[src/sv/dsef_pkg.sv]
// ----------------------------------------------------------------------------
// dsef_pkg: shared definitions for the DLE/STX/ETX framer
// Register indexes, output slot codes and the CRC-8 byte update.
// ----------------------------------------------------------------------------
`default_nettype none

package dsef_pkg;

	localparam int unsigned BYTE_W  = 8;
	localparam int unsigned INDEX_W = 2;
	localparam int unsigned SLOT_N  = 7;

	typedef logic [BYTE_W-1:0]  byte_t;
	typedef logic [INDEX_W-1:0] reg_index_t;
	typedef logic [SLOT_N-1:0]  slot_mask_t;

	// Configuration register indexes.
	localparam reg_index_t REG_ESCAPE = 2'd0;
	localparam reg_index_t REG_START  = 2'd1;
	localparam reg_index_t REG_END    = 2'd2;

	// Reset values of the registers.
	localparam byte_t ESCAPE_RESET = 8'h10;
	localparam byte_t START_RESET  = 8'h02;
	localparam byte_t END_RESET    = 8'h03;

	// CRC-8 constants.
	localparam byte_t CRC_INIT = 8'hFF;
	localparam byte_t CRC_POLY = 8'h31;

	// One-hot output slots, in the order they go out on the line.
	localparam slot_mask_t SLOT_OPEN_ESC  = 7'b0000001;
	localparam slot_mask_t SLOT_START     = 7'b0000010;
	localparam slot_mask_t SLOT_DATA      = 7'b0000100;
	localparam slot_mask_t SLOT_DATA_DUP  = 7'b0001000;
	localparam slot_mask_t SLOT_CRC       = 7'b0010000;
	localparam slot_mask_t SLOT_CLOSE_ESC = 7'b0100000;
	localparam slot_mask_t SLOT_END       = 7'b1000000;

	// Advance the CRC by one byte, MSB first, no final xor.
	function automatic byte_t crc8_update(input byte_t crc, input byte_t data);
		byte_t v;
		v = crc ^ data;
		for (int k = 0; k < BYTE_W; k++) begin
			if (v[BYTE_W-1]) begin
				v = {v[BYTE_W-2:0], 1'b0} ^ CRC_POLY;
			end else begin
				v = {v[BYTE_W-2:0], 1'b0};
			end
		end
		return v;
	endfunction

endpackage

`default_nettype wire

[src/sv/dle_stx_etx_framer_crc8.sv]
// ----------------------------------------------------------------------------
// dle_stx_etx_framer_crc8: byte-stuffing frame builder with CRC-8
// Wraps payload bytes in escape/start ... escape/end framing with a CRC.
// ----------------------------------------------------------------------------
`default_nettype none

// Each input beat carries one payload byte and a flag marking the last byte of
// a frame. The first beat of a frame produces the escape code and the start
// code ahead of the payload byte. A payload byte equal to the escape code is
// sent twice. The last beat of a frame is followed by the CRC-8 of the
// unstuffed payload (polynomial 0x31, seed 0xFF, MSB first, sent unstuffed),
// then the escape code and the end code; frame_done marks the end code byte
// and run_last marks the final line byte produced by each input beat. An input
// beat therefore yields one to seven output beats. The block emits one line
// byte per cycle through a single output register when the output is not
// stalled, so an input beat occupies the block until all its line bytes are
// loaded: one line byte for a plain payload byte, two for a doubled escape
// byte, up to seven for a one-byte frame. The next input beat is taken in the
// same cycle the last line byte of the current one is loaded into the output
// register, so there is no bubble between beats. The escape, start
// and end codes are written through the wr_en/wr_index/wr_data port and should
// only change while the block is idle; index 3 is ignored.
module dle_stx_etx_framer_crc8 (
	input  wire logic                    clk,
	input  wire logic                    arst_n,
	// configuration write port
	input  wire logic                    wr_en,
	input  wire dsef_pkg::reg_index_t    wr_index,
	input  wire dsef_pkg::byte_t         wr_data,
	// input channel
	input  wire logic                    in_valid,
	output logic                         in_stall,
	input  wire dsef_pkg::byte_t         payload_byte,
	input  wire logic                    final_byte,
	// output channel
	output logic                         out_valid,
	input  wire logic                    out_stall,
	output dsef_pkg::byte_t              line_byte,
	output logic                         run_last,
	output logic                         frame_done
);
	import dsef_pkg::*;

	// Configuration registers.
	byte_t escape_code_q;
	byte_t start_code_q;
	byte_t end_code_q;

	// Frame state.
	logic  in_frame_q;
	byte_t crc_q;

	// Held input beat: the byte, the CRC after it and the slots still to send.
	logic       item_valid_s1;
	byte_t      data_s1;
	byte_t      crc_s1;
	slot_mask_t mask_s1;

	// Output register.
	logic  out_valid_q;
	byte_t line_byte_q;
	logic  run_last_q;
	logic  frame_done_q;

	logic       in_acc;
	logic       load_out;
	logic       item_done;
	slot_mask_t pick;
	slot_mask_t remain;
	slot_mask_t new_mask;
	byte_t      crc_next;
	byte_t      pick_byte;

	// The output register can take a byte when it is empty or being drained.
	assign load_out  = item_valid_s1 && (!out_valid_q || !out_stall);
	// Lowest pending slot goes out first.
	assign pick      = mask_s1 & (~mask_s1 + slot_mask_t'(1));
	assign remain    = mask_s1 & ~pick;
	assign item_done = load_out && (remain == '0);
	assign in_stall  = item_valid_s1 && !item_done;
	assign in_acc    = in_valid && !in_stall;

	assign crc_next = crc8_update(crc_q, payload_byte);

	// Slots needed by an incoming beat.
	always_comb begin
		new_mask = SLOT_DATA;
		if (!in_frame_q) begin
			new_mask = new_mask | SLOT_OPEN_ESC | SLOT_START;
		end
		if (payload_byte == escape_code_q) begin
			new_mask = new_mask | SLOT_DATA_DUP;
		end
		if (final_byte) begin
			new_mask = new_mask | SLOT_CRC | SLOT_CLOSE_ESC | SLOT_END;
		end
	end

	always_comb begin
		case (pick)
			SLOT_OPEN_ESC:  pick_byte = escape_code_q;
			SLOT_START:     pick_byte = start_code_q;
			SLOT_DATA:      pick_byte = data_s1;
			SLOT_DATA_DUP:  pick_byte = escape_code_q;
			SLOT_CRC:       pick_byte = crc_s1;
			SLOT_CLOSE_ESC: pick_byte = escape_code_q;
			SLOT_END:       pick_byte = end_code_q;
			default:        pick_byte = data_s1;
		endcase
	end

	always_ff @(posedge clk or negedge arst_n) begin
		if (!arst_n) begin
			escape_code_q <= ESCAPE_RESET;
			start_code_q  <= START_RESET;
			end_code_q    <= END_RESET;
		end else if (wr_en) begin
			case (wr_index)
				REG_ESCAPE: escape_code_q <= wr_data;
				REG_START:  start_code_q  <= wr_data;
				REG_END:    end_code_q    <= wr_data;
				default:    ;
			endcase
		end
	end

	// Frame state advances when a beat is accepted.
	always_ff @(posedge clk or negedge arst_n) begin
		if (!arst_n) begin
			in_frame_q <= 1'b0;
			crc_q      <= CRC_INIT;
		end else if (in_acc) begin
			in_frame_q <= !final_byte;
			crc_q      <= final_byte ? CRC_INIT : crc_next;
		end
	end

	always_ff @(posedge clk or negedge arst_n) begin
		if (!arst_n) begin
			item_valid_s1 <= 1'b0;
			mask_s1       <= '0;
		end else if (in_acc) begin
			item_valid_s1 <= 1'b1;
			mask_s1       <= new_mask;
		end else if (item_done) begin
			item_valid_s1 <= 1'b0;
			mask_s1       <= '0;
		end else if (load_out) begin
			mask_s1 <= remain;
		end
	end

	always_ff @(posedge clk) begin
		if (in_acc) begin
			data_s1 <= payload_byte;
			crc_s1  <= crc_next;
		end
	end

	always_ff @(posedge clk or negedge arst_n) begin
		if (!arst_n) begin
			out_valid_q <= 1'b0;
		end else if (load_out) begin
			out_valid_q <= 1'b1;
		end else if (!out_stall) begin
			out_valid_q <= 1'b0;
		end
	end

	always_ff @(posedge clk) begin
		if (load_out) begin
			line_byte_q  <= pick_byte;
			run_last_q   <= (remain == '0);
			frame_done_q <= (pick == SLOT_END);
		end
	end

	assign out_valid  = out_valid_q;
	assign line_byte  = line_byte_q;
	assign run_last   = run_last_q;
	assign frame_done = frame_done_q;

	// A held beat always has at least one byte left to send.
	a_mask_nonempty: assert property (@(posedge clk) disable iff (!arst_n)
		item_valid_s1 |-> (mask_s1 != '0))
		else $error("held beat has no pending slots");

	// The end code is always the last byte of its input beat.
	a_done_is_last: assert property (@(posedge clk) disable iff (!arst_n)
		(out_valid_q && frame_done_q) |-> run_last_q)
		else $error("frame_done without run_last");

	// With no beat held the input is never stalled.
	a_no_idle_stall: assert property (@(posedge clk) disable iff (!arst_n)
		!item_valid_s1 |-> !in_stall)
		else $error("input stalled while empty");

	// Closing a frame reseeds the CRC.
	a_crc_reseed: assert property (@(posedge clk) disable iff (!arst_n)
		(in_acc && final_byte) |=> (crc_q == CRC_INIT && !in_frame_q))
		else $error("CRC not reseeded after frame end");

	// A beat that opens a frame carries the escape and start slots.
	a_open_slots: assert property (@(posedge clk) disable iff (!arst_n)
		(in_acc && !in_frame_q) |=> (mask_s1[0] && mask_s1[1]))
		else $error("frame opened without escape/start");

endmodule

`default_nettype wire
[config.mk]
export PLATFORM = sky130hd
export DESIGN_NAME = dle_stx_etx_framer_crc8
export DESIGN_NICKNAME = d
export VERILOG_FILES = /design/src/sv/dsef_pkg.sv /design/src/sv/dle_stx_etx_framer_crc8.sv
export SDC_FILE = /design/constraint.sdc
export NUM_CORES = 1
export LEC_CHECK = 0
export BUFFER_PORTS_ARGS = -buffer_cell sky130_fd_sc_hd__buf_4
export CORE_MARGIN = 1
export CORE_UTILIZATION = 48
export DETAILED_ROUTE_END_ITERATION = 7
export GPL_TIMING_DRIVEN = 0
export PLACE_DENSITY = 0.7
export SLEW_MARGIN = 15
export SYNTH_ARGS = -nofsm -noshare
export SYNTH_HDL_FRONTEND = slang
export SYNTH_SLANG_ARGS = --single-unit
[constraint.sdc]
create_clock -name clk -period 1.9 [get_ports clk]
set_input_delay 0.095 -clock clk [delete_from_list [all_inputs] [get_ports clk]]
set_output_delay 0.095 -clock clk [all_outputs]
set_load 0.05 [all_outputs]
==> results.yml, run 1 <==
sta:
  fin_crit_ps: 1950
  fmax_ghz: 0.512
  relSlewSlack: 0.469
  finalWorstSetupSlack_ps: -54.0
  hold_violations: 0
  maxSlewViolCount: 0
  rsz0062_at_grt: "yes"
  clock_skew_ps: 8.13
  worst_pin_slew_ps: 792
  setup_viol: 1
  min_period_over_period: 1.03
drt:
  drtIter0Drc: 84
  drc: 3
  num_vias: 2223
  routedWlPerCell_microns: 18.0
  ant_nets: 0
  avgViaCountPerCell: 5.63
  dr.pass1.iters: 7
  drt-total-wl_mm: 7.11
clock_tree:
  cts_buffers: 9
  cts_tree: "yes"
  h-tree-depth: 3
  path_clk_slew_ps: 80
  root_buffer: "clkbuf_8"
  cts_buffer_depth: 2
  clk-insertion-delay-late_ps: 350
  cts.sink_count: 68
logic_synthesis:
  synth_seq_area_share: 0.574
  yosysTopAreaCell: "edfxtp_1"
  syn_inst: 245
  syn_nets: 269
  synth_edf_count: 26
  syn_area_per_cell_sq_um: 13.1
  synth_warnings: 0
  synth_area_leaders: "edfxtp_1, dfrtp_1, dfstp_2, mux2_2, xnor2_1"
  synthArstFlopShare: 0.618
  synth_top_area_share: 0.243
  synth_cell_type_count: 39
  ys_ff_latch: 68
  synth_area_sq_um: 3220
  synthFlopType: "dfrtp_1"
floorplanning:
  rows: 29
  die_x_microns: 83.9
  core_area_sq_um: 6420
  io_pins: 36
  dieHeight_microns: 83.9
  die_area_sq_um: 7040
  initial_utilization: 0.501
cells_and_area:
  drive_above_1_share: 0.406
  most-common-layout-cells: "buf_4, edfxtp_1, mux2_2, dfrtp_1, dlygate4sd3_1"
  multi_input_area_sq_um: 1340
  seqCellArea_sq_um: 1850
  num-nets-final: 337
  fill_cells: 509
  instances_no_fill: 395
  antenna_cells: 0
  final_common_cell: "buf_4"
  syn_to_final_growth_pct: 29.8
  final_core_util: 0.651
critical_path:
  crit_fanout: 5
  crit_family: "simple AND/OR/NAND/NOR gates"
  crit_required_ps: 1800
  start_kind: "register"
  end_kind: "output pin"
  crit_chain: "nor4_4, o31ai_4, a21oi_4, nand2b_4, inv_2, buf_8"
  slowest_delay_ps: 470
  cpMaxStageDelayCell: "dfrtp_2"
  crit_arrival_ps: 1860
  crit_buf_inv: 2
  crit_type: "register to output pin"
power_and_ir_drop:
  p_leak_nw: 1.76
  comb_power_share: 0.456
  power_density_nw_per_um2: 1830
  clkPwrFrac: 0.201
  swShare: 0.381
  p_int_mw: 4.74
  p_seq_frac: 0.343
  switchingPower_mw: 2.92
  ir_drop_mv: 0.817
grt:
  grt_pass1_wl_mm: 11.7
  grt_max_degree: 43
  gr-usage-all-layers: 0.223
  grt_overflow: 0
  grt_pass1_vias: 2308
  grt_antenna_before_repair: 0
outcome:
  outcome: "finished with violations"
  failed_checks: "design-rule violations, negative setup slack"
placement:
  gp_congestion: 0.771
  dpl.cell_count: 356
  dp_hpwl_mm: 4.63
  port_buffers: 34
run:
  cap_violations: 0
hold_path:
  worstHoldPathType: "input port to register"
## kinds of logic (layout without fill, tap and decap cells)
family | after synthesis | in the layout | share of synthesized area
compound gates | 44 | 44 | 0.106
xor+xnor | 30 | 30 | 0.0999
flops | 68 | 68 | 0.574
buf+inv | 23 | 96 | 0.0319
mux | 34 | 34 | 0.115
simple gates | 46 | 46 | 0.0735
## sequential cells by signal, indices dropped and copies added, names as in the netlist
register	cells
crc_q	8
crc_s1	8
data_s1	8
end_code_q	8
escape_code_q	8
line_byte	8
start_code_q	8
mask_s1	7
frame_done	1
in_frame_q	1
item_valid_s1	1
out_valid	1
run_last	1
## synthesized netlist by cell type, types with 2 or more instances
library cell and n:
buf_6 2, a32o_1 8, dfrtp_1 30, nand3_1 2, o21ai_1 3, dfstp_2 12, mux2_2 24, nor2_1 18
edfxtp_1 26, clkbuf_1 5, nor2b_1 4, xnor2_2 5, a211oi_1 2, nand2_1 10, nand2b_1 3, nand3b_1 2
a21oi_1 9, o31ai_1 2, mux2i_1 10, inv_1 13, xor2_1 10, xnor2_1 13, o21ai_0 5, nor4_1 2
o211ai_1 2, a221oi_1 8, buf_1 2, nor3_1 2
## final timing paths
check | from | end | slack [ps] | cells past startpoint
worst max-delay path | mask_s1[3] | in_stall | -50 | 6
worst min-delay path | final_byte | crc_q[4] | 150 | 3
worst max register to register | mask_s1[3] | in_frame_q | 70 | 6
worst min register to register | crc_q[0] | crc_q[0] | 480 | 2
max in group asynchronous | arst_n | mask_s1[3] | 1220 | 2
min in group asynchronous | arst_n | mask_s1[1] | 270 | 2
## area by class of cell
| type | count | share of cell area |
|---|---|---|
| clock buffers | 11 | 0.0365 |
| multi-input cells | 154 | 0.319 |
| flip-flops and latches | 68 | 0.444 |
| well taps | 77 | 0.0231 |
| clock inverters | 5 | 0.0254 |
| plain buffers | 4 | 0.00419 |
| repair buffers | 63 | 0.134 |
| inverters | 13 | 0.0135 |
## worst min-delay path: stages
cell and delay (ps):
buf_1 190, nor2_1 150, mux2i_1 70
## power groups by stage
stage / combinational, mW / clock (mW) / sequential [mW]
6_report: 3.49 / 1.54 / 2.63
5_1_grt: 3.74 / 1.63 / 2.69
4_1_cts: 3.34 / 1.56 / 2.61
3_5_place_dp: 3.06 / 0 / 2.61
3_3_place_gp: 3.01 / 0 / 2.60
2_1_floorplan: 1.96 / 0 / 2.93
## per-layer routing
layer  routed length (microns)  global-route usage  vias up  part of all wire
met5                         0                   0        -                 0
met4                       116              0.0768        0             0.016
met3                       293              0.0623       15             0.041
met2                      3540               0.373       45              0.50
met1                      3150               0.279     1133              0.44
li1                          -                   -     1030                 -
## per-stage QoR
step	cell area, sq um	total power [mW]	hold WS [ps]	setup slack, ps	setup TNS [ps]
after detailed placement	3580	5.67	119	-423	-6780
after floorplan	3220	4.88	-201	-19.9	-318
after CTS	4130	7.51	154	-98.2	-482
after global routing	4180	8.06	182	-127	-127
after global placement	3580	5.60	119	-388	-6200
final	4180	7.66	155	-54.0	-54.0
## what timing repair did
action	in CTS	in global routing
hold buffers	19	0
setup buffers	7	2
endpoints found under the hold margin	64	0
setup endpoints to repair	22	34
gates cloned	1	0
gates resized for setup	7	21
pin swaps	3	2
Note: power is estimated with default switching activity, not from simulation.
==> run 2, diff against run 1 <==
--- a/config.mk
+++ b/config.mk
@@ -6,10 +6,8 @@
 export NUM_CORES = 1
 export LEC_CHECK = 0
 export BUFFER_PORTS_ARGS = -buffer_cell sky130_fd_sc_hd__buf_4
-export CORE_MARGIN = 1
 export CORE_UTILIZATION = 48
 export DETAILED_ROUTE_END_ITERATION = 7
-export GPL_TIMING_DRIVEN = 0
 export PLACE_DENSITY = 0.7
 export SLEW_MARGIN = 15
 export SYNTH_ARGS = -nofsm -noshare
==> run 2 against run 1 <==
  * The flow finishes with violations (design-rule violations)
  * Setup slack better by 86 ps
  * Critical path depth did not move
  * Die area did not move
  * Routed wire length is 4.6% lower
  * Largest cell class unchanged
  * Highest routed layer unchanged
==> results.yml, run 2 (same netlist as run 1, synthesis figures left out) <==
clock_tree:
  root_buffer: "clkbuf_8"
  path_clk_slew_ps: 70
  h-tree-depth: 3
  clk-insertion-delay-late_ps: 340
  cts.sink_count: 68
  cts_buffer_depth: 2
  cts_buffers: 9
  cts_tree: "yes"
drt:
  drt-total-wl_mm: 6.78
  drtIter0Drc: 133
  dr.pass1.iters: 6
  avgViaCountPerCell: 5.47
  num_vias: 2143
  drc: 4
  routedWlPerCell_microns: 17.3
  ant_nets: 0
hold_path:
  worstHoldEndpoint: "crc_q[2]"
  worstHoldPathType: "input port to register"
  hp-start: "final_byte"
  min_path_cells: 3
floorplanning:
  dieHeight_microns: 83.9
  initial_utilization: 0.501
  die_area_sq_um: 7040
  die_x_microns: 83.9
  rows: 29
  io_pins: 36
  core_area_sq_um: 6420
power_and_ir_drop:
  swShare: 0.396
  p_int_mw: 4.19
  ir_drop_mv: 0.879
  switchingPower_mw: 2.75
  p_seq_frac: 0.379
  comb_power_share: 0.468
  power_density_nw_per_um2: 1720
  power.total_mw: 6.95
  clkPwrFrac: 0.153
  p_leak_nw: 1.72
critical_path:
  crit_type: "register to output pin"
  reg2reg_to: "data_s1[0]"
  end_kind: "output pin"
  slowest_delay_ps: 460
  start_kind: "register"
  rrSetupSlack_ps: 50
  r2r-start: "mask_s1[6]"
  worst_r2r_path_depth: 7
  cpMaxStageDelayCell: "dfrtp_2"
  crit_arrival_ps: 1770
  crit_family: "simple AND/OR/NAND/NOR gates"
  crit_buf_inv: 2
  crit_chain: "nor4_4, o31ai_2, a21oi_2, nand2b_4, inv_2, buf_6"
  crit_fanout: 5
  crit_required_ps: 1800
sta:
  maxSlewViolCount: 0
  tns_ps: 0
  setup_viol: 0
  worst_pin_slew_ps: 629
  fmax_ghz: 0.535
  min_period_over_period: 0.983
  fin_crit_ps: 1870
  hold_violations: 0
  clock_skew_ps: 6.91
  relSlewSlack: 0.581
  rsz0062_at_grt: "yes"
outcome:
  outcome: "finished with violations"
  failed_checks: "design-rule violations"
cells_and_area:
  drive_above_1_share: 0.397
  final_common_cell: "buf_4"
  num-nets-final: 334
  syn_to_final_growth_pct: 25.7
  most-common-layout-cells: "buf_4, edfxtp_1, mux2_2, dfrtp_1, dlygate4sd3_1"
  antenna_cells: 0
  stdcell_area_sq_um: 4050
run:
  cap_violations: 0
placement:
  gp_congestion: 0.782
  post_dp_cell_area_sq_um: 3600
  port_buffers: 35
  dp_hpwl_mm: 4.73
grt:
  grt_max_degree: 43
  grt_antenna_before_repair: 0
  gr-usage-all-layers: 0.216
  grt_pass1_vias: 2204
  grt_pass1_wl_mm: 11.2
  grt_overflow: 0
[run 2: cell count changes in the layout (fill, tap and decap cells not counted), sizes merged]
cell	before	now
clkinvlp	3	4
bufinv	3	0
inv	11	13
clkinv	1	2
clkbuf	13	10
buf	46	45
[run 2: worst reg2reg max path, delay by kind of cell, from the launching register on]
| kind | cells | cell delay, ps |
|---|---|---|
| flops | 1 | 460 |
| simple gates | 1 | 340 |
| buf+inv | 3 | 390 |
| compound gates | 3 | 380 |
[run 2: power by group through the flow]
| stage | Sequential, mW | Clock [mW] | Combinational, mW |
|---|---|---|---|
| 2_1_floorplan | 2.93 | 0 | 1.96 |
| 3_5_place_dp | 2.64 | 0 | 3.08 |
| 6_report | 2.63 | 1.06 | 3.25 |
| 5_1_grt | 2.69 | 1.14 | 3.54 |
| 4_1_cts | 2.63 | 1.09 | 3.20 |
| 3_3_place_gp | 2.63 | 0 | 3.01 |
[run 2: worst max-delay path by stage]
stage | startpoint | end | cells past startpoint
final | mask_s1[6] | in_stall | 6
after global routing | mask_s1[6] | in_stall | 6
after CTS | mask_s1[3] | in_stall | 6
after detailed placement | mask_s1[3] | data_s1[3] | 5
after global placement | mask_s1[0] | data_s1[3] | 5
after floorplan | mask_s1[0] | crc_s1[0] | 6
[run 2: metrics by stage]
step                      std cells  worst slack (ps)   util  hold WS (ps)
final                           392              32.3  0.630          73.8
after global routing            392             -43.2  0.630          90.4
after global placement          355              46.5  0.561           123
after floorplan                 245             -19.9      -          -201
after CTS                       392             -21.8  0.624          67.7
after detailed placement        355              13.6  0.561           123
[run 2: cell type report]
type,instances,area [sq um]
fill,495,2380
sequential,68,1850
multi-input combinational,154,1310
timing repair buffer,64,557
clock buffer,10,138
tap,77,96.3
inverter,13,52.6
clock inverter,6,38.8
[run 2: layer usage]
metal	part of all wire	GRT usage	up-vias	wire length (microns)
met4	0.021	0.108	0	141
li1	-	-	1021	-
met3	0.032	0.0326	12	219
met2	0.52	0.366	46	3510
met5	0	0	-	0
met1	0.43	0.269	1064	2910
[run 2: what timing repair did]
| item | 4_1_cts | 5_1_grt |
|---|---|---|
| endpoints found under the setup margin | 16 | 32 |
| hold endpoints to repair | 62 | 0 |
| gates resized for setup | 2 | 14 |
| hold buffers | 19 | 0 |
| buffers inserted | 2 | 0 |
| pin swaps | 1 | 2 |
==> run 3, diff against run 2 <==
--- a/config.mk
+++ b/config.mk
@@ -6,9 +6,9 @@
 export NUM_CORES = 1
 export LEC_CHECK = 0
 export BUFFER_PORTS_ARGS = -buffer_cell sky130_fd_sc_hd__buf_4
-export CORE_UTILIZATION = 48
+export CORE_UTILIZATION = 52
 export DETAILED_ROUTE_END_ITERATION = 7
-export PLACE_DENSITY = 0.7
+export PLACE_DENSITY = 0.75
 export SLEW_MARGIN = 15
 export SYNTH_ARGS = -nofsm -noshare
 export SYNTH_HDL_FRONTEND = slang
==> run 3 against run 2 <==
  * The run now ends clean
  * Global-route usage is 1.8 points higher
  * Via count is 1.5% higher
  * Core utilization is 4.9 points higher
  * First-iteration DRC count is 4.5% lower
  * Flip-flop and latch count stayed put
  * Die area is 7.5% lower
  * Non-clock buffer count is 5 lower
  * Clock skew is 1.3 ps higher
  * Critical path type unchanged
==> results.yml, run 3 (same netlist as run 1, synthesis figures left out) <==
outcome:
  outcome: "finished clean"
power_and_ir_drop:
  clkPwrFrac: 0.196
  swShare: 0.376
  ir_drop_mv: 1.05
  switchingPower_mw: 2.77
  p_int_mw: 4.59
  power.total_mw: 7.36
  comb_power_share: 0.446
  p_leak_nw: 1.73
  power_density_nw_per_um2: 1820
  p_seq_frac: 0.358
clock_tree:
  h-tree-depth: 3
  cts_buffer_depth: 2
  clk-insertion-delay-late_ps: 340
  root_buffer: "clkbuf_8"
  cts_buffers: 9
  path_clk_slew_ps: 70
  cts.sink_count: 68
  cts_tree: "yes"
critical_path:
  rrSetupSlack_ps: 6
  crit_fanout: 6
  worst_r2r_path_depth: 7
  r2r-start: "mask_s1[3]"
  crit_type: "register to output pin"
  crit_arrival_ps: 1800
  crit_required_ps: 1800
  reg2reg_to: "crc_s1[3]"
  start_kind: "register"
  end_kind: "output pin"
placement:
  dp_hpwl_mm: 4.71
  port_buffers: 35
  gp_congestion: 0.793
  dpl.cell_count: 353
run:
  cap_violations: 0
drt:
  drc: 0
  dr.pass1.iters: 5
  avgViaCountPerCell: 5.65
  routedWlPerCell_microns: 17.6
  ant_nets: 0
  num_vias: 2176
  drt-total-wl_mm: 6.78
  drtIter0Drc: 127
sta:
  relSlewSlack: 0.295
  min_period_over_period: 0.997
  worst_pin_slew_ps: 1050
  maxSlewViolCount: 0
  rsz0062_at_grt: "yes"
  fin_crit_ps: 1890
  tns_ps: 0
  fmax_ghz: 0.528
  clock_skew_ps: 8.24
  setup_viol: 0
  hold_violations: 0
cells_and_area:
  most-common-layout-cells: "buf_4, edfxtp_1, mux2_2"
  num-nets-final: 329
  final_common_cell: "buf_4"
  drive_above_1_share: 0.397
  antenna_cells: 0
  syn_to_final_growth_pct: 25.7
  final_core_util: 0.679
  instances_no_fill: 385
hold_path:
  worstHoldPathType: "input port to register"
  hp-start: "wr_data[4]"
  min_path_cells: 2
  worstHoldEndpoint: "end_code_q[4]"
grt:
  grt_overflow: 0
  grt_max_degree: 43
  grt_antenna_before_repair: 0
  gr-usage-all-layers: 0.234
  grt_pass1_vias: 2261
  grt_pass1_wl_mm: 10.9
floorplanning:
  initial_utilization: 0.541
  die_x_microns: 80.7
  dieHeight_microns: 80.7
  rows: 28
  core_area_sq_um: 5960
  io_pins: 36
  die_area_sq_um: 6510
[run 3: per-stage QoR]
step	hold slack, ps	setup slack, ps	cell area [sq um]
3_5_place_dp	118	-8.14	3590
4_1_cts	0.669	-48.1	4000
3_3_place_gp	113	43.7	3590
2_1_floorplan	-201	-19.9	3220
6_report	9.19	6.40	4050
5_1_grt	1.28	-105	4050
[run 3: layout make-up]
cell class              count  area, sq um
well taps                  75         93.8
flip-flops and latches     68         1860
inverters                  13         52.6
clock buffers              11          174
clock inverters             5         78.8
fillers                   457         1910
multi-input cells         154         1290
repair buffers             59          500
[run 3: worst max-delay path by stage]
| stage | startpoint | endpoint | slack (ps) | depth (start not counted) |
|---|---|---|---|---|
| floorplan | mask_s1[0] | crc_s1[0] | -20 | 6 |
| global placement | mask_s1[1] | data_s1[7] | 40 | 5 |
| detailed placement | mask_s1[0] | data_s1[7] | -8 | 5 |
| CTS | mask_s1[3] | in_stall | -50 | 6 |
| global route | mask_s1[3] | in_stall | -100 | 6 |
| finish | mask_s1[3] | in_stall | 6 | 6 |
[run 3: repair_timing]
item                                    4_1_cts  5_1_grt
pin swaps                                     1        3
cloned                                        0        0
buffers inserted                              3        1
hold buffers                                 12        0
hold endpoints to repair                     43        0
resized for setup                             1       14
endpoints found under the setup margin       17       36
[run 3: worst max-delay path: stages, from the launching register on]
cell and delay (ps):
dfrtp_2 450, nor4_4 370, o31ai_4 130, a21oi_2 170, nand2b_4 160, inv_2 30
buf_6 140
[run 3: power by group through the flow]
stage | clock (mW) | combinational, mW | sequential (mW)
after floorplan | 0 | 1.96 | 2.93
after global placement | 0 | 2.95 | 2.63
after detailed placement | 0 | 3.03 | 2.64
after CTS | 1.46 | 3.14 | 2.62
after global routing | 1.52 | 3.53 | 2.69
final | 1.44 | 3.28 | 2.64
[run 3: routing by layer]
| metal | wire (microns) | vias to the layer above | share of wire | global-route usage |
|---|---|---|---|---|
| met1 | 2830 | 1087 | 0.42 | 0.289 |
| met2 | 3530 | 67 | 0.52 | 0.392 |
| met4 | 131 | 0 | 0.019 | 0.0964 |
| met5 | 0 | - | 0 | 0 |
| li1 | - | 1008 | - | - |
| met3 | 289 | 14 | 0.043 | 0.0534 |
